`src/sv/sos_pkg.sv`:
```
package sos_pkg;

    // Sizes of the history and of the range values.
    localparam int HISTORY_DEPTH = 3;
    localparam int DISTANCE_BITS = 10;

    // Fixed field widths.
    localparam int ANGLE_BITS     = 8;
    localparam int STEP_BITS      = 6;
    localparam int COUNT_BITS     = 6;
    localparam int WIDTH_BITS     = 19;
    localparam int ANGLE_EXT_BITS = ANGLE_BITS + 2;
    localparam int DIFF_BITS      = ANGLE_BITS + 3;
    localparam int SINE_BITS      = 17;
    localparam int DS_BITS        = 17;

    // History sum and fill count.
    localparam int FILL_BITS = $clog2(HISTORY_DEPTH + 1);
    localparam int SUM_BITS  = DISTANCE_BITS + $clog2(HISTORY_DEPTH + 1);

    // Configuration port.
    localparam int CFG_ADDR_BITS = 3;
    localparam int CFG_DATA_BITS = (DISTANCE_BITS > ANGLE_BITS) ? DISTANCE_BITS : ANGLE_BITS;

    // Queue depths.
    localparam int CMD_Q_DEPTH = 2;
    localparam int RES_Q_DEPTH = 2;

    // Width rounding and moving average weights (Q.8).
    localparam int ROUND_SHIFT = 7;
    localparam int ROUND_HALF  = 64;
    localparam int EMA_NEW     = 179;
    localparam int EMA_OLD     = 77;
    localparam int EMA_SHIFT   = 8;
    localparam int EMA_HALF    = 128;

    // Quarter wave sine, round(sin(d) * 32768) for d = 0..90 degrees.
    localparam logic [15:0] SINE_Q15 [0:90] = '{
        16'd0,     16'd572,   16'd1144,  16'd1715,  16'd2286,  16'd2856,  16'd3425,
        16'd3993,  16'd4560,  16'd5126,  16'd5690,  16'd6252,  16'd6813,  16'd7371,
        16'd7927,  16'd8481,  16'd9032,  16'd9580,  16'd10126, 16'd10668, 16'd11207,
        16'd11743, 16'd12275, 16'd12803, 16'd13328, 16'd13848, 16'd14365, 16'd14876,
        16'd15384, 16'd15886, 16'd16384, 16'd16877, 16'd17364, 16'd17847, 16'd18324,
        16'd18795, 16'd19261, 16'd19720, 16'd20174, 16'd20622, 16'd21063, 16'd21498,
        16'd21926, 16'd22348, 16'd22763, 16'd23170, 16'd23571, 16'd23965, 16'd24351,
        16'd24730, 16'd25102, 16'd25466, 16'd25822, 16'd26170, 16'd26510, 16'd26842,
        16'd27166, 16'd27482, 16'd27789, 16'd28088, 16'd28378, 16'd28660, 16'd28932,
        16'd29197, 16'd29452, 16'd29698, 16'd29935, 16'd30163, 16'd30382, 16'd30592,
        16'd30792, 16'd30983, 16'd31164, 16'd31336, 16'd31499, 16'd31651, 16'd31795,
        16'd31928, 16'd32052, 16'd32166, 16'd32270, 16'd32365, 16'd32449, 16'd32524,
        16'd32588, 16'd32643, 16'd32688, 16'd32723, 16'd32748, 16'd32763, 16'd32768
    };

    // Configuration register indexes.
    typedef enum logic [CFG_ADDR_BITS-1:0] {
        CFG_NEAR     = 3'd0,
        CFG_FAR      = 3'd1,
        CFG_MIN_SPAN = 3'd2,
        CFG_STEP     = 3'd3,
        CFG_CENTER   = 3'd4,
        CFG_MAX_REC  = 3'd5
    } t_cfg_reg;

    // Record kinds.
    typedef enum logic {
        KIND_OBSTACLE = 1'b0,
        KIND_DONE     = 1'b1
    } t_kind;

    typedef enum logic [2:0] {
        F_IDLE,
        F_AVG,
        F_RUN,
        F_TAIL,
        F_DONE
    } t_front_state;

    typedef enum logic [2:0] {
        B_IDLE,
        B_SINE,
        B_MULT,
        B_ROUND,
        B_EMA,
        B_PUSH
    } t_back_state;

    typedef struct packed {
        logic [DISTANCE_BITS-1:0] near;
        logic [DISTANCE_BITS-1:0] far;
        logic [ANGLE_BITS-1:0]    min_span;
        logic [STEP_BITS-1:0]     step;
        logic [ANGLE_BITS-1:0]    center;
        logic [COUNT_BITS-1:0]    max_rec;
    } t_cfg;

    // Work handed from the front to the back: a closed run or a done record.
    typedef struct packed {
        t_kind                      kind;
        logic                       emit;
        logic [ANGLE_BITS-1:0]      start;
        logic signed [ANGLE_EXT_BITS-1:0] end_pos;
        logic [ANGLE_BITS-1:0]      span;
        logic [DISTANCE_BITS-1:0]   nearest;
        logic [COUNT_BITS-1:0]      count;
        logic                       is_last;
    } t_cmd;

    typedef struct packed {
        t_kind                    kind;
        logic [ANGLE_BITS-1:0]    start;
        logic [ANGLE_BITS-1:0]    end_pos;
        logic [ANGLE_BITS-1:0]    span;
        logic [DISTANCE_BITS-1:0] nearest;
        logic [WIDTH_BITS-1:0]    width;
        logic [WIDTH_BITS-1:0]    smoothed;
        logic [COUNT_BITS-1:0]    count;
        logic                     is_last;
    } t_rec;

    // Sine in Q15 of a signed angle difference, folded from the quarter wave.
    function automatic logic signed [SINE_BITS-1:0] sine_q15(
        input logic signed [DIFF_BITS-1:0] diff
    );
        logic signed [DIFF_BITS-1:0] wrapped;
        logic [ANGLE_BITS:0]         r;
        logic [6:0]                  idx;
        logic                        neg;
        logic [15:0]                 mag;
        wrapped = (diff < 0) ? diff + $signed(DIFF_BITS'(360)) : diff;
        r = wrapped[ANGLE_BITS:0];
        if (r <= 9'd90) begin
            idx = 7'(r);
            neg = 1'b0;
        end else if (r <= 9'd180) begin
            idx = 7'(9'd180 - r);
            neg = 1'b0;
        end else if (r <= 9'd270) begin
            idx = 7'(r - 9'd180);
            neg = 1'b1;
        end else begin
            idx = 7'(9'd360 - r);
            neg = 1'b1;
        end
        mag = SINE_Q15[idx];
        return neg ? -$signed({1'b0, mag}) : $signed({1'b0, mag});
    endfunction

endpackage

```
`src/sv/sos_cmd_queue.sv`:
```
module sos_cmd_queue (
    input  logic          i_clk,
    input  logic          i_rst_n,
    input  logic          i_push,
    input  sos_pkg::t_cmd i_cmd,
    output logic          o_full,
    input  logic          i_pop,
    output sos_pkg::t_cmd o_cmd,
    output logic          o_empty
);
    import sos_pkg::*;

    localparam int PTR_BITS = (CMD_Q_DEPTH > 1) ? $clog2(CMD_Q_DEPTH) : 1;
    localparam int CNT_BITS = $clog2(CMD_Q_DEPTH + 1);

    t_cmd                r_mem [CMD_Q_DEPTH];
    logic [PTR_BITS-1:0] r_wr_ptr;
    logic [PTR_BITS-1:0] r_rd_ptr;
    logic [CNT_BITS-1:0] r_count;
    logic                w_do_push;
    logic                w_do_pop;

    assign o_full    = (r_count == CNT_BITS'(CMD_Q_DEPTH));
    assign o_empty   = (r_count == '0);
    assign w_do_push = i_push && !o_full;
    assign w_do_pop  = i_pop && !o_empty;
    assign o_cmd     = r_mem[r_rd_ptr];

    // Pointers and fill count.
    always_ff @(posedge i_clk) begin
        if (!i_rst_n) begin
            r_wr_ptr <= '0;
            r_rd_ptr <= '0;
            r_count  <= '0;
        end else begin
            if (w_do_push) begin
                r_wr_ptr <= (r_wr_ptr == PTR_BITS'(CMD_Q_DEPTH - 1)) ? '0
                                                                     : r_wr_ptr + PTR_BITS'(1);
            end
            if (w_do_pop) begin
                r_rd_ptr <= (r_rd_ptr == PTR_BITS'(CMD_Q_DEPTH - 1)) ? '0
                                                                     : r_rd_ptr + PTR_BITS'(1);
            end
            if (w_do_push && !w_do_pop) begin
                r_count <= r_count + CNT_BITS'(1);
            end else if (w_do_pop && !w_do_push) begin
                r_count <= r_count - CNT_BITS'(1);
            end
        end
    end

    // Storage.
    always_ff @(posedge i_clk) begin
        if (w_do_push) begin
            r_mem[r_wr_ptr] <= i_cmd;
        end
    end

endmodule

```
`src/sv/sos_front.sv`:
```
module sos_front (
    input  logic                                i_clk,
    input  logic                                i_rst_n,
    input  sos_pkg::t_cfg                       i_cfg,
    input  logic                                i_push,
    output logic                                o_full,
    input  logic [sos_pkg::ANGLE_BITS-1:0]      i_angle_deg,
    input  logic [sos_pkg::DISTANCE_BITS-1:0]   i_distance_cm,
    input  logic                                i_echo_ok,
    input  logic                                i_first_of_scan,
    input  logic                                i_last_of_scan,
    output logic                                o_cmd_push,
    output sos_pkg::t_cmd                       o_cmd,
    input  logic                                i_cmd_full
);
    import sos_pkg::*;

    localparam int RECIP_SHIFT = SUM_BITS + FILL_BITS;
    localparam int RECIP_BITS  = RECIP_SHIFT + 1;
    localparam int QPROD_BITS  = SUM_BITS + RECIP_BITS;

    t_front_state r_state;
    t_front_state n_state;

    logic [ANGLE_BITS-1:0]    r_angle;
    logic                     r_echo;
    logic                     r_last;
    logic [DISTANCE_BITS-1:0] r_hist [HISTORY_DEPTH];
    logic [FILL_BITS-1:0]     r_fill;
    logic [DISTANCE_BITS-1:0] r_avg;
    logic                     r_in_run;
    logic [ANGLE_BITS-1:0]    r_run_start;
    logic [DISTANCE_BITS-1:0] r_run_nearest;
    logic [COUNT_BITS-1:0]    r_records;

    logic [RECIP_BITS-1:0]    w_recip [0:HISTORY_DEPTH];
    logic [SUM_BITS-1:0]      w_sum;
    logic [QPROD_BITS-1:0]    w_qprod;
    logic                     w_det;
    logic signed [ANGLE_EXT_BITS-1:0] w_end;
    logic signed [ANGLE_EXT_BITS-1:0] w_span;
    logic                     w_report;
    logic                     w_emit;
    logic                     w_need_close;
    logic                     w_need_push;
    logic                     w_stall;

    // Reciprocals ceil(2^K / f) turn the average into one multiply.
    assign w_recip[0] = '0;
    for (genvar g = 1; g <= HISTORY_DEPTH; g++) begin : g_recip
        localparam int unsigned RECIP = ((1 << RECIP_SHIFT) + g - 1) / g;
        assign w_recip[g] = RECIP_BITS'(RECIP);
    end

    // Sum over the filled history entries.
    always_comb begin
        w_sum = '0;
        for (int i = 0; i < HISTORY_DEPTH; i++) begin
            if (FILL_BITS'(i) < r_fill) begin
                w_sum = w_sum + SUM_BITS'(r_hist[i]);
            end
        end
    end

    assign w_qprod = QPROD_BITS'(w_sum) * QPROD_BITS'(w_recip[r_fill]);

    // Window test, run close angles and record decisions.
    always_comb begin
        w_det = r_echo && (r_avg >= i_cfg.near) && (r_avg <= i_cfg.far);
        if (r_state == F_TAIL) begin
            w_end = $signed(ANGLE_EXT_BITS'(r_angle));
        end else begin
            w_end = $signed(ANGLE_EXT_BITS'(r_angle)) - $signed(ANGLE_EXT_BITS'(i_cfg.step));
        end
        w_span   = w_end - $signed(ANGLE_EXT_BITS'(r_run_start));
        w_report = (w_span >= $signed(ANGLE_EXT_BITS'(i_cfg.min_span)));
        w_emit   = (r_records < i_cfg.max_rec);
        case (r_state)
            F_RUN:   w_need_close = r_in_run && !w_det;
            F_TAIL:  w_need_close = r_in_run;
            default: w_need_close = 1'b0;
        endcase
        w_need_push = (w_need_close && w_report) || (r_state == F_DONE);
        w_stall     = w_need_push && i_cmd_full;
    end

    // Next state.
    always_comb begin
        n_state = r_state;
        unique case (r_state)
            F_IDLE: begin
                if (i_push) begin
                    n_state = i_echo_ok ? F_AVG : F_RUN;
                end
            end
            F_AVG: begin
                n_state = F_RUN;
            end
            F_RUN: begin
                if (!w_stall) begin
                    n_state = r_last ? F_TAIL : F_IDLE;
                end
            end
            F_TAIL: begin
                if (!w_stall) begin
                    n_state = F_DONE;
                end
            end
            F_DONE: begin
                if (!w_stall) begin
                    n_state = F_IDLE;
                end
            end
            default: n_state = F_IDLE;
        endcase
    end

    // Handshake and command outputs.
    always_comb begin
        o_full     = (r_state != F_IDLE);
        o_cmd_push = w_need_push && !i_cmd_full;
        o_cmd.start   = r_run_start;
        o_cmd.end_pos = w_end;
        o_cmd.span    = w_span[ANGLE_BITS-1:0];
        o_cmd.nearest = r_run_nearest;
        if (r_state == F_DONE) begin
            o_cmd.kind    = KIND_DONE;
            o_cmd.emit    = 1'b1;
            o_cmd.count   = r_records;
            o_cmd.is_last = 1'b1;
        end else begin
            o_cmd.kind    = KIND_OBSTACLE;
            o_cmd.emit    = w_emit;
            o_cmd.count   = w_emit ? r_records + COUNT_BITS'(1) : r_records;
            o_cmd.is_last = !r_last;
        end
    end

    // Control state.
    always_ff @(posedge i_clk) begin
        if (!i_rst_n) begin
            r_state   <= F_IDLE;
            r_fill    <= '0;
            r_in_run  <= 1'b0;
            r_records <= '0;
        end else begin
            r_state <= n_state;
            case (r_state)
                F_IDLE: begin
                    if (i_push) begin
                        if (i_first_of_scan) begin
                            r_in_run  <= 1'b0;
                            r_records <= '0;
                        end
                        if (i_echo_ok) begin
                            if (i_first_of_scan) begin
                                r_fill <= FILL_BITS'(1);
                            end else if (r_fill < FILL_BITS'(HISTORY_DEPTH)) begin
                                r_fill <= r_fill + FILL_BITS'(1);
                            end
                        end else if (i_first_of_scan) begin
                            r_fill <= '0;
                        end
                    end
                end
                F_RUN: begin
                    if (w_det && !r_in_run) begin
                        r_in_run <= 1'b1;
                    end else if (w_need_close && !w_stall) begin
                        r_in_run <= 1'b0;
                        if (w_report && w_emit) begin
                            r_records <= r_records + COUNT_BITS'(1);
                        end
                    end
                end
                F_TAIL: begin
                    if (w_need_close && !w_stall) begin
                        r_in_run <= 1'b0;
                        if (w_report && w_emit) begin
                            r_records <= r_records + COUNT_BITS'(1);
                        end
                    end
                end
                default: ;
            endcase
        end
    end

    // Item fields, history and run payload.
    always_ff @(posedge i_clk) begin
        if (r_state == F_IDLE && i_push) begin
            r_angle <= i_angle_deg;
            r_echo  <= i_echo_ok;
            r_last  <= i_last_of_scan;
            if (i_echo_ok) begin
                r_hist[0] <= i_distance_cm;
                for (int i = 1; i < HISTORY_DEPTH; i++) begin
                    r_hist[i] <= r_hist[i-1];
                end
            end
        end
        if (r_state == F_AVG) begin
            r_avg <= w_qprod[RECIP_SHIFT +: DISTANCE_BITS];
        end
        if (r_state == F_RUN) begin
            if (w_det && !r_in_run) begin
                r_run_start   <= r_angle;
                r_run_nearest <= r_avg;
            end else if (w_det && (r_avg < r_run_nearest)) begin
                r_run_nearest <= r_avg;
            end
        end
    end

endmodule

```
`src/sv/sos_back.sv`:
```
module sos_back (
    input  logic                           i_clk,
    input  logic                           i_rst_n,
    input  logic [sos_pkg::ANGLE_BITS-1:0] i_center_deg,
    input  sos_pkg::t_cmd                  i_cmd,
    input  logic                           i_cmd_empty,
    output logic                           o_cmd_pop,
    output sos_pkg::t_rec                  o_rec,
    output logic                           o_empty,
    input  logic                           i_pop
);
    import sos_pkg::*;

    localparam int PROD_BITS = DISTANCE_BITS + DS_BITS;
    localparam int RND_BITS  = PROD_BITS + 1;
    localparam int EMA_BITS  = WIDTH_BITS + 9;
    localparam int PTR_BITS  = (RES_Q_DEPTH > 1) ? $clog2(RES_Q_DEPTH) : 1;
    localparam int CNT_BITS  = $clog2(RES_Q_DEPTH + 1);
    localparam logic [WIDTH_BITS-1:0] WIDTH_MAX = '1;

    t_back_state r_state;
    t_back_state n_state;

    t_cmd                  r_cmd;
    logic [DS_BITS-1:0]    r_ds;
    logic [PROD_BITS-1:0]  r_prod;
    logic [WIDTH_BITS-1:0] r_width;
    logic [WIDTH_BITS-1:0] r_prior;

    t_rec                  r_q [RES_Q_DEPTH];
    logic [PTR_BITS-1:0]   r_wr_ptr;
    logic [PTR_BITS-1:0]   r_rd_ptr;
    logic [CNT_BITS-1:0]   r_count;

    logic signed [SINE_BITS-1:0] w_sin_end;
    logic signed [SINE_BITS-1:0] w_sin_start;
    logic signed [SINE_BITS:0]   w_sdiff;
    logic signed [SINE_BITS:0]   w_abs;
    logic [RND_BITS-1:0]         w_rounded;
    logic [EMA_BITS-1:0]         w_ema;
    logic                        w_res_full;
    logic                        w_res_push;
    logic                        w_res_pop;
    t_rec                        w_rec;

    // Sine difference between the run edges, seen from the center angle.
    always_comb begin
        w_sin_end = sine_q15($signed({r_cmd.end_pos[ANGLE_EXT_BITS-1], r_cmd.end_pos})
                             - $signed(DIFF_BITS'(i_center_deg)));
        w_sin_start = sine_q15($signed(DIFF_BITS'(r_cmd.start))
                               - $signed(DIFF_BITS'(i_center_deg)));
        w_sdiff = $signed({w_sin_end[SINE_BITS-1], w_sin_end})
                  - $signed({w_sin_start[SINE_BITS-1], w_sin_start});
        w_abs = (w_sdiff < 0) ? -w_sdiff : w_sdiff;
    end

    // Rounding of the width product and the moving average.
    always_comb begin
        w_rounded = ({1'b0, r_prod} + RND_BITS'(ROUND_HALF)) >> ROUND_SHIFT;
        w_ema = (EMA_BITS'(EMA_NEW) * EMA_BITS'(r_width)
                 + EMA_BITS'(EMA_OLD) * EMA_BITS'(r_prior)
                 + EMA_BITS'(EMA_HALF)) >> EMA_SHIFT;
    end

    // Next state.
    always_comb begin
        n_state = r_state;
        unique case (r_state)
            B_IDLE: begin
                if (!i_cmd_empty) begin
                    n_state = (i_cmd.kind == KIND_DONE) ? B_PUSH : B_SINE;
                end
            end
            B_SINE:  n_state = B_MULT;
            B_MULT:  n_state = B_ROUND;
            B_ROUND: n_state = B_EMA;
            B_EMA:   n_state = r_cmd.emit ? B_PUSH : B_IDLE;
            B_PUSH: begin
                if (!w_res_full) begin
                    n_state = B_IDLE;
                end
            end
            default: n_state = B_IDLE;
        endcase
    end

    // Command pop, result push and the record itself.
    always_comb begin
        o_cmd_pop  = (r_state == B_IDLE) && !i_cmd_empty;
        w_res_push = (r_state == B_PUSH) && !w_res_full;
        w_rec = '0;
        if (r_cmd.kind == KIND_DONE) begin
            w_rec.kind    = KIND_DONE;
            w_rec.count   = r_cmd.count;
            w_rec.is_last = 1'b1;
        end else begin
            w_rec.kind     = KIND_OBSTACLE;
            w_rec.start    = r_cmd.start;
            w_rec.end_pos  = r_cmd.end_pos[ANGLE_BITS-1:0];
            w_rec.span     = r_cmd.span;
            w_rec.nearest  = r_cmd.nearest;
            w_rec.width    = r_width;
            w_rec.smoothed = r_prior;
            w_rec.count    = r_cmd.count;
            w_rec.is_last  = r_cmd.is_last;
        end
    end

    // Result queue status.
    assign w_res_full = (r_count == CNT_BITS'(RES_Q_DEPTH));
    assign o_empty    = (r_count == '0);
    assign w_res_pop  = i_pop && !o_empty;
    assign o_rec      = r_q[r_rd_ptr];

    // Control state: sequencer, kept average width and queue pointers.
    always_ff @(posedge i_clk) begin
        if (!i_rst_n) begin
            r_state  <= B_IDLE;
            r_prior  <= '0;
            r_wr_ptr <= '0;
            r_rd_ptr <= '0;
            r_count  <= '0;
        end else begin
            r_state <= n_state;
            if (r_state == B_EMA) begin
                r_prior <= (w_ema > EMA_BITS'(WIDTH_MAX)) ? WIDTH_MAX
                                                          : w_ema[WIDTH_BITS-1:0];
            end
            if (w_res_push) begin
                r_wr_ptr <= (r_wr_ptr == PTR_BITS'(RES_Q_DEPTH - 1)) ? '0
                                                                     : r_wr_ptr + PTR_BITS'(1);
            end
            if (w_res_pop) begin
                r_rd_ptr <= (r_rd_ptr == PTR_BITS'(RES_Q_DEPTH - 1)) ? '0
                                                                     : r_rd_ptr + PTR_BITS'(1);
            end
            if (w_res_push && !w_res_pop) begin
                r_count <= r_count + CNT_BITS'(1);
            end else if (w_res_pop && !w_res_push) begin
                r_count <= r_count - CNT_BITS'(1);
            end
        end
    end

    // Datapath registers, one step per state.
    always_ff @(posedge i_clk) begin
        if (o_cmd_pop) begin
            r_cmd <= i_cmd;
        end
        if (r_state == B_SINE) begin
            r_ds <= w_abs[DS_BITS-1:0];
        end
        if (r_state == B_MULT) begin
            r_prod <= PROD_BITS'(r_cmd.nearest) * PROD_BITS'(r_ds);
        end
        if (r_state == B_ROUND) begin
            r_width <= (w_rounded > RND_BITS'(WIDTH_MAX)) ? WIDTH_MAX
                                                          : w_rounded[WIDTH_BITS-1:0];
        end
        if (w_res_push) begin
            r_q[r_wr_ptr] <= w_rec;
        end
    end

endmodule

```
`src/sv/sweep_obstacle_segmenter_unit.sv`:
```
// Channel   | Handshake           | Payload
// ----------+---------------------+------------------------------------------------
// readings  | push / full         | angle, distance, echo_ok, first/last of scan
// records   | pop / empty         | kind, angles, span, nearest, widths, count, is_last
// config    | i_cfg_we            | i_cfg_addr, i_cfg_wdata
//
// The front takes a reading through accept, average and run update, skipping the
// average without an echo; a reading that ends a scan adds a tail close and a done
// request. The back takes a closed run through pop, sine, multiply, round, average and,
// if emitted, push; a done record through pop and push. Reset is synchronous and clears
// control state and the kept width average. Without pop, the result queue fills, then
// the command queue, and the front holds full high until a request can be queued.
module sweep_obstacle_segmenter_unit (
    input  logic                                i_clk,
    input  logic                                i_rst_n,
    input  logic                                i_cfg_we,
    input  logic [sos_pkg::CFG_ADDR_BITS-1:0]   i_cfg_addr,
    input  logic [sos_pkg::CFG_DATA_BITS-1:0]   i_cfg_wdata,
    input  logic                                push,
    output logic                                full,
    input  logic [sos_pkg::ANGLE_BITS-1:0]      i_angle_deg,
    input  logic [sos_pkg::DISTANCE_BITS-1:0]   i_distance_cm,
    input  logic                                i_echo_ok,
    input  logic                                i_first_of_scan,
    input  logic                                i_last_of_scan,
    output logic                                empty,
    input  logic                                pop,
    output logic                                o_kind,
    output logic [sos_pkg::ANGLE_BITS-1:0]      o_start_deg,
    output logic [sos_pkg::ANGLE_BITS-1:0]      o_end_deg,
    output logic [sos_pkg::ANGLE_BITS-1:0]      o_span_deg,
    output logic [sos_pkg::DISTANCE_BITS-1:0]   o_nearest_cm,
    output logic [sos_pkg::WIDTH_BITS-1:0]      o_width_q8,
    output logic [sos_pkg::WIDTH_BITS-1:0]      o_smoothed_width_q8,
    output logic [sos_pkg::COUNT_BITS-1:0]      o_record_count,
    output logic                                o_is_last
);
    import sos_pkg::*;

    t_cfg r_cfg;
    t_cmd w_front_cmd;
    t_cmd w_queue_cmd;
    t_rec w_rec;
    logic w_cmd_push;
    logic w_cmd_full;
    logic w_cmd_pop;
    logic w_cmd_empty;

    // Configuration registers.
    always_ff @(posedge i_clk) begin
        if (!i_rst_n) begin
            r_cfg.near     <= DISTANCE_BITS'(2);
            r_cfg.far      <= DISTANCE_BITS'(50);
            r_cfg.min_span <= ANGLE_BITS'(10);
            r_cfg.step     <= STEP_BITS'(4);
            r_cfg.center   <= ANGLE_BITS'(90);
            r_cfg.max_rec  <= COUNT_BITS'(20);
        end else if (i_cfg_we) begin
            unique case (i_cfg_addr)
                CFG_NEAR:     r_cfg.near     <= i_cfg_wdata[DISTANCE_BITS-1:0];
                CFG_FAR:      r_cfg.far      <= i_cfg_wdata[DISTANCE_BITS-1:0];
                CFG_MIN_SPAN: r_cfg.min_span <= i_cfg_wdata[ANGLE_BITS-1:0];
                CFG_STEP:     r_cfg.step     <= i_cfg_wdata[STEP_BITS-1:0];
                CFG_CENTER:   r_cfg.center   <= i_cfg_wdata[ANGLE_BITS-1:0];
                CFG_MAX_REC:  r_cfg.max_rec  <= i_cfg_wdata[COUNT_BITS-1:0];
                default: ;
            endcase
        end
    end

    // Front: averaging, run tracking and record decisions.
    sos_front u_front (
        .i_clk           (i_clk),
        .i_rst_n         (i_rst_n),
        .i_cfg           (r_cfg),
        .i_push          (push),
        .o_full          (full),
        .i_angle_deg     (i_angle_deg),
        .i_distance_cm   (i_distance_cm),
        .i_echo_ok       (i_echo_ok),
        .i_first_of_scan (i_first_of_scan),
        .i_last_of_scan  (i_last_of_scan),
        .o_cmd_push      (w_cmd_push),
        .o_cmd           (w_front_cmd),
        .i_cmd_full      (w_cmd_full)
    );

    // Queue of requests between the two halves.
    sos_cmd_queue u_cmd_queue (
        .i_clk   (i_clk),
        .i_rst_n (i_rst_n),
        .i_push  (w_cmd_push),
        .i_cmd   (w_front_cmd),
        .o_full  (w_cmd_full),
        .i_pop   (w_cmd_pop),
        .o_cmd   (w_queue_cmd),
        .o_empty (w_cmd_empty)
    );

    // Back: width, moving average and result queue.
    sos_back u_back (
        .i_clk        (i_clk),
        .i_rst_n      (i_rst_n),
        .i_center_deg (r_cfg.center),
        .i_cmd        (w_queue_cmd),
        .i_cmd_empty  (w_cmd_empty),
        .o_cmd_pop    (w_cmd_pop),
        .o_rec        (w_rec),
        .o_empty      (empty),
        .i_pop        (pop)
    );

    assign o_kind              = w_rec.kind;
    assign o_start_deg         = w_rec.start;
    assign o_end_deg           = w_rec.end_pos;
    assign o_span_deg          = w_rec.span;
    assign o_nearest_cm        = w_rec.nearest;
    assign o_width_q8          = w_rec.width;
    assign o_smoothed_width_q8 = w_rec.smoothed;
    assign o_record_count      = w_rec.count;
    assign o_is_last           = w_rec.is_last;

endmodule
```
`config.mk`:
```
export PLATFORM = sky130hd
export DESIGN_NAME = sweep_obstacle_segmenter_unit
export DESIGN_NICKNAME = d
export VERILOG_FILES = /design/src/sv/sos_pkg.sv /design/src/sv/sos_cmd_queue.sv /design/src/sv/sos_front.sv /design/src/sv/sos_back.sv /design/src/sv/sweep_obstacle_segmenter_unit.sv
export SDC_FILE = /design/constraint.sdc
export NUM_CORES = 2
export LEC_CHECK = 0
export BUFFER_PORTS_ARGS = -buffer_cell sky130_fd_sc_hd__buf_4
export CAP_MARGIN = 15
export CORE_ASPECT_RATIO = 1.75
export CORE_MARGIN = 10
export CORE_UTILIZATION = 49
export CTS_BUF_LIST = sky130_fd_sc_hd__clkbuf_4
export CTS_CLUSTER_DIAMETER = 200
export DETAILED_ROUTE_END_ITERATION = 10
export GPL_TIMING_DRIVEN = 0
export HOLD_SLACK_MARGIN = 0.15
export PLACE_DENSITY_LB_ADDON = 0.15
export RECOVER_POWER = 50
export SETUP_SLACK_MARGIN = 0.5
export SLEW_MARGIN = 20
export SYNTH_ARGS = -nofsm -noshare
export SYNTH_HDL_FRONTEND = slang
export SYNTH_SLANG_ARGS = --single-unit
export TNS_END_PERCENT = 5
```
`constraint.sdc`:
```
create_clock -name i_clk -period 22.9 [get_ports i_clk]
set_input_delay 1.145 -clock i_clk [delete_from_list [all_inputs] [get_ports i_clk]]
set_output_delay 1.145 -clock i_clk [all_outputs]
set_load 0.01 [all_outputs]
```
# ---- After elaboration in Yosys (flattened, before gate mapping)
# Memory sizes are Yosys's and may differ from the RTL's. A register that Yosys moved wholly into a read port is not among the register bits.
# Index checks and enable logic that the tools add are counted.
dict set report op_classes {
  n_mul 4
  reduce_logical 58
  n_eq_ne 24
  addsub 31
  muxes 82
  bitwise_logic 3
  magnitude_cmp 23
}
# op count
set op_table {}
lappend op_table {{$mux W72} 1}
lappend op_table {{$mux W16} 4}
lappend op_table {{$mux W17} 3}
lappend op_table {{$mux W7} 7}
lappend op_table {{$mux W10} 4}
lappend op_table {{$mux W6} 6}
lappend op_table {{$neg A16 Y17} 2}
lappend op_table {{$bmux W15 S2} 1}
lappend op_table {{$mux W15} 2}
lappend op_table {{$add A27 B26 Y28} 1}
lappend op_table {{$add A27 B7 Y28 const B} 1}
lappend op_table {{$add A28 B8 Y28 const B} 1}
lappend op_table {{$mul A10 B17 Y27} 1}
lappend op_table {{$mul A8 B19 Y27 const A} 1}
lappend op_table {{$mul A7 B19 Y26 const A} 1}
lappend op_table {{$mux W1} 25}
lappend op_table {{$mul A12 B15 Y24} 1}
lappend op_table {{$mux W12} 2}
lappend op_table {{$mux W3} 8}
lappend op_table {{$mux W2} 11}
lappend op_table {{$gt A21 B19 Y1 const B} 1}
lappend op_table {{$gt A20 B19 Y1 const B} 1}
lappend op_table {{$logic_and A1 B1 Y1} 20}
lappend op_table {{$mux W19} 1}
lappend op_table {{54 further kinds} 119}
dict set report word_totals {
  inputBits 39
  rom_bits 4096
  n_memories 5
  ramBits 280
  output_inout_bits 82
  regBits 236
  elab_cells 265
}
# name depth word_bits read_ports rd_clocked_by_memory_dff wr line
set memory_table {}
lappend memory_table {{(name not given)} 128 16 1 0 0 sos_pkg.sv:144} ;# mag = SINE_Q15[idx];
lappend memory_table {{(name not given)} 128 16 1 0 0 sos_pkg.sv:144}
lappend memory_table {u_back.r_q 2 80 1 1 1 sos_back.sv:30} ;# t_rec r_q [RES_Q_DEPTH];
lappend memory_table {u_cmd_queue.r_mem 2 45 1 1 1 sos_cmd_queue.sv:16} ;# t_cmd r_mem [CMD_Q_DEPTH];
lappend memory_table {u_front.r_hist 3 10 3 0 3 sos_front.sv:28} ;# logic [DISTANCE_BITS-1:0] r_hist [HISTORY_DEPTH];

# ---- Longest topological paths before layout
dict set report logic_depth {
  ltp_word 16
  depth_mapped 51
}

# ---- Modules after synthesis
# From an unflattened synthesis, not the netlist that was laid out.
dict set report unflattened {
  hier_cells 4280
  area_unflattened_um2 43699.4
}
# mod cells_per_inst instances area_per_inst_um2
set by_module_without_submodules {}
lappend by_module_without_submodules {sos_back 3054 1 29701.0}
lappend by_module_without_submodules {sos_front 883 1 8673.3}
lappend by_module_without_submodules {sos_cmd_queue 165 1 3478.3}
lappend by_module_without_submodules {sweep_obstacle_segmenter_unit 178 1 1846.8}

# ---- Least setup slack after synthesis
# No wires, ideal clock.
dict set report synth_timing {
  kind {reg2reg}
  startpoint {reg u_back.r_cmd[25] in the netlist's numbering}
  endpoint {reg u_back.r_ds[4] (data pin)}
  stages_incl_launch_ff 50
  period_less_slack_ns 9.581
  t_required_ns 22.639
  t_arrival_ns 9.320
  path_slack_ns 13.319
  path_cell_list {edfxtp_1 -> inv_1 -> ha_1 -> inv_1 -> fa_1 -> a211oi_2 -> o21bai_1 -> xor2_2 -> inv_2 -> ha_1 -> buf_2 -> and4b_1 -> a311o_1 -> a311oi_1 -> o21ai_2 -> xnor2_1 -> buf_2 -> o211ai_1 -> (+14 left out) -> ha_1 -> nor2b_1 -> o21ai_0 -> a21boi_0 -> o21ai_0 -> a21boi_0 -> o21ai_0 -> a21boi_0 -> o21ai_0 -> a21boi_0 -> o21ai_0 -> a21boi_0 -> o31a_1 -> o21ai_0 -> nand2b_1 -> a31oi_1 -> o21ai_0 -> xnor2_1}
}
dict set report synth_via {
  elab_chain_len 16
  word_cells_on_any_way 25
  cone_classes {add/sub (8); order compare (5); mux (10); bitwise (1); memory (1)}
}
# item line
set synth_lines {}
lappend synth_lines {{start: declaration} sos_back.sv:24} ;# t_cmd r_cmd;
lappend synth_lines {{start signal: assignment} sos_back.sv:148} ;# r_cmd <= i_cmd;
lappend synth_lines {{$sub A10 B9 Y11 (*)} sos_back.sv:49} ;# - $signed(DIFF_BITS'(i_center_deg)));
lappend synth_lines {{$add A9 B9 Y9 or $lt A11 B1 Y1 (tied branches)} sos_pkg.sv:129} ;# wrapped = (diff < 0) ? diff + $signed(DIFF_BITS'(360)) : diff;
lappend synth_lines {{$mux W9 (*)} sos_pkg.sv:129}
lappend synth_lines {{$le A9 B9 Y1, or another cell as far along} sos_pkg.sv:137} ;# end else if (r <= 9'd270) begin
lappend synth_lines {{$mux W7} sos_pkg.sv:137}
lappend synth_lines {{$mux W7} sos_pkg.sv:134} ;# end else if (r <= 9'd180) begin
lappend synth_lines {{$mux W7} sos_pkg.sv:131} ;# if (r <= 9'd90) begin
lappend synth_lines {{$not A7 Y8 (not written as such)} sos_pkg.sv:144}
lappend synth_lines {{$mem_v2 Z128 W16} -}
lappend synth_lines {{$mux W16 (not written as such) (2 in series)} sos_pkg.sv:144}
lappend synth_lines {{$neg A16 Y17} sos_pkg.sv:145} ;# return neg ? -$signed({1'b0, mag}) : $signed({1'b0, mag});
lappend synth_lines {{$mux W17 (*)} sos_pkg.sv:145}
lappend synth_lines {{$sub A17 B17 Y18 (*)} sos_back.sv:53} ;# - $signed({w_sin_start[SINE_BITS-1], w_sin_start});
lappend synth_lines {{$neg A17 Y17 or $lt A18 B1 Y1 (tied branches)} sos_back.sv:54} ;# w_abs = (w_sdiff < 0) ? -w_sdiff : w_sdiff;
lappend synth_lines {{$mux W17 (*)} sos_back.sv:54}
lappend synth_lines {{named net u_back.w_abs[4]} sos_back.sv:38} ;# logic signed [SINE_BITS:0] w_abs;
lappend synth_lines {{end signal: assignment} sos_back.sv:151} ;# r_ds <= w_abs[DS_BITS-1:0];
lappend synth_lines {{end: declaration} sos_back.sv:25} ;# logic [DS_BITS-1:0] r_ds;
# The timed path passes the listed nets; every way through them passes the cells marked *. The select of a mux whose other input is x is not followed.
# A chain may end at the register's enable or synchronous reset.

# ---- Worst setup path after layout
# Same ends and word-level chain as after synthesis.

==> flow_summary.yaml <==
die:
  floorplan.initialDensity_pct: 49.19
  design.die.area_um2: 100800
  floorplan.rows: 144
  chipWidth_um: 244.4
  fp.coreArea_um2: 87740
  vertical_die_dimension_um: 412.6
  ioPinCount: 121
hold_path:
  timing.hold.worst.start: "i_angle_deg[0]"
  hold_crit_class: "in2reg"
  worst_hold_path.num_cells: 1
  holdPathEnd: "u_front.r_angle[0]"
placement:
  count_of_buffers_inserted_at_the_top_level_ports: 119
  final_replace_weighted_congestion: 1.016
  detailedPlace.worstSlack_ps: 10880
  post-dp-hpwl_mm: 98.65
  placement.cell_area_um2: 45790
sta:
  shortest_period_the_worst_path_allows_ps: 12340
  worst_slew_pin_slew_ps: 2682
  fin_crit_sh_pct: 53.87
  hold_viol_final: 0
  fmax_mhz: 81.07
  worst_clock_skew_ps: 58.78
  maxSlewViolCount: 67
  fin_tns_setup_ps: 0
  finalSetupViolCount: 0
  layout_setup_ws_ps: 10560
  rsz_0062_raised_after_global_routing: "false"
  max_slew_margin_pct: -78.92
worst_setup_path:
  critPathArrivalTime_ps: 13030
  rr_endpoint: "u_back.r_ds[4]"
  ff2ff_setup_slack_ps: 10560
  crit_path_max_incr_delay_ps: 640
  critical_path_peak_fanout: 11
  worstSetupStartpointType: "register"
  endpoint_kind: "register"
  timing.critical_path.mode_cell: "sky130_fd_sc_hd__o21ai_0"
  critical_path_buf_inv_count: 9
  critPathRequiredTime_ps: 23590
  worstReg2RegStart: "u_back.r_cmd[25]"
  rr_worst_depth: 48
  delay_heaviest_family_cp: "compound AO/OA/AOI/OAI gates"
  timing_worst_setup_path_type: "reg2reg"
  critical_path.slowest_cell: "sky130_fd_sc_hd__xor2_1"
global_route:
  grt_first_pass_wirelength_mm: 191.1
  grt_usage_pct: 24.52
  antenna_found_initial: 2
  grt-ovfl-total: 0
  first_global_vias: 33931
  grt_start_max_net_pins: 47
logic_synthesis:
  synthArstFlopShare_pct: 0
  postSynthRegisterBits: 509
  synthMostInstantiatedCell: "sky130_fd_sc_hd__inv_1"
  netlist_top_cells_area: "sky130_fd_sc_hd__edfxtp_1, sky130_fd_sc_hd__fa_1, sky130_fd_sc_hd__ha_1"
  synth-edff-count: 417
  synthesis.instances: 4189
  synth_compound_area_share_pct: 13.40
  yosys.area_share.xor_xnor_pct: 3.684
  netlist.area_leader.share_pct: 29.01
  post_synth.cell_area_avg_um2: 10.30
  seq_total_area_yosys_pct: 33.28
  yosys-top-cells-count: "sky130_fd_sc_hd__inv_1, sky130_fd_sc_hd__edfxtp_1, sky130_fd_sc_hd__ha_1"
  synth_simple_gate_area_share_pct: 12.97
  syn-num-nets: 4938
  netlist.top_cell.by_area: "sky130_fd_sc_hd__edfxtp_1"
  yosys.area_share.adder_pct: 25.80
  synth-warning-count: 0
  synthFlopType: "sky130_fd_sc_hd__edfxtp_1"
  synth.cell_area_um2: 43160
  post_synth_mux_area_share_pct: 4.395
  largest_family_of_logic_cells_by_synthesized_area: "adder cells"
  synth_cell_type_count: 125
clock_tree:
  h-tree-depth: 3
  clk_root_buffer_cell: "sky130_fd_sc_hd__clkbuf_4"
  max-clock-path-buffers: 3
  cts_resized: 0
  post-cts-setup-buffer-count: 0
  clkSinkCount: 509
  tritoncts: "built"
  clk-insertion-delay-late_ps: 990
  clk_pin_slew_ps: 70
  cts-buffers-inserted: 118
  cts_hold_buffers: 0
route:
  number_of_vias_after_detailed_routing: 32571
  antenna_violating_nets_post_route: 0
  first_iter_violations: 2198
  wire_length_after_detailed_routing_mm: 124.3
  routed_len_inst_um: 21.75
  drt_pass1_iterations: 7
  drcViolationCount: 0
  viasPerCell: 5.701
run:
  max_cap_viol_count: 2
outcome:
  status: "finished with violations"
  failed_checks: "capacitance limit, slew limit"
final_layout:
  final_cell_area_um2: 47290
  layout-area-overhead-vs-synth_pct: 9.566
  num-nets-final: 5190
  drive_above_1_share_pct: 12.86
  postLayoutCoreUtil_pct: 53.90
metal layers:
layer	routed length (um)	vias to the layer above	global-route usage (%)
li1	-	15232	-
met1	43060	15881	23.75
met2	67340	1038	47.15
met3	5084	420	3.670
met4	8788	0	16.14
met5	0	-	0
how the worst max path moves through the flow:
stage	cells past startpoint	to	slack, ps	startpoint
2_1_floorplan	49	u_back.r_ds[4]	13320	u_back.r_cmd[25]
3_3_place_gp	47	u_back.r_ds[4]	10950	u_back.r_cmd[25]
3_5_place_dp	48	u_back.r_ds[4]	10880	u_back.r_cmd[25]
4_1_cts	48	u_back.r_ds[4]	10780	u_back.r_cmd[25]
5_1_grt	48	u_back.r_ds[4]	9710	u_back.r_cmd[25]
6_report	48	u_back.r_ds[4]	10560	u_back.r_cmd[25]
stage by stage:
step           cells  hold WS [ps]
4_1_cts         5708         172.6
2_1_floorplan   4189         418.0
3_5_place_dp    5489         432.1
5_1_grt         5712         249.2
6_report        5713         350.4
3_3_place_gp    5476         425.7
logic make-up after synthesis:
| kind of cell | Yosys count |
|---|---|
| and+or+nand+nor | 1107 |
| muxes | 171 |
| xor gates and xnor gates | 174 |
| buffers and inverters | 703 |
| adders and majority gates | 710 |
| AOI/OAI and AO/OA | 815 |
| DFF | 509 |
registers in the layout, summed over array words and instances (netlist names), 10 cells and up, named ones only:
signal	flops
u_back.r_q	160
u_back.r_prior	19
u_front.r_hist	30
r_cfg	48
u_back.r_ds	17
u_cmd_queue.r_mem	88
u_back.r_width	19
u_front.r_run_nearest	10
u_back.r_cmd	44
u_front.r_avg	10
u_back.r_prod	21
final cells by class:
class	instances	area, um^2
diodes	5	12.51
inverters	523	1966
fillers	8023	40450
clock inverters	56	370.4
flip-flops and latches	509	14360
well taps	1168	1461
repair buffers	132	1027
clock buffers	163	1224
multi-input cells	2977	26040
plain buffers	180	829.5
placed cells by master (no fill, tap or decap), types with 83 or more instances in the layout:
master	netlist	routed
sky130_fd_sc_hd__clkbuf_4	0	182
sky130_fd_sc_hd__inv_1	516	516
sky130_fd_sc_hd__ha_1	410	410
sky130_fd_sc_hd__dfxtp_1	92	92
sky130_fd_sc_hd__and2_1	106	98
sky130_fd_sc_hd__edfxtp_1	417	417
sky130_fd_sc_hd__nor2_1	213	213
sky130_fd_sc_hd__fa_1	300	300
sky130_fd_sc_hd__nand2_1	319	319
sky130_fd_sc_hd__buf_4	11	108
sky130_fd_sc_hd__mux2_2	140	127
sky130_fd_sc_hd__nor2b_1	127	126
sky130_fd_sc_hd__a21oi_1	157	157
sky130_fd_sc_hd__xnor2_1	101	101
sky130_fd_sc_hd__clkbuf_1	122	132
sky130_fd_sc_hd__o21ai_0	151	150
sky130_fd_sc_hd__nor3_1	85	83
Power is left out: the tool's default activity adds up to more than one toggle a clock period on the data nets, which glitch-free logic cannot reach.
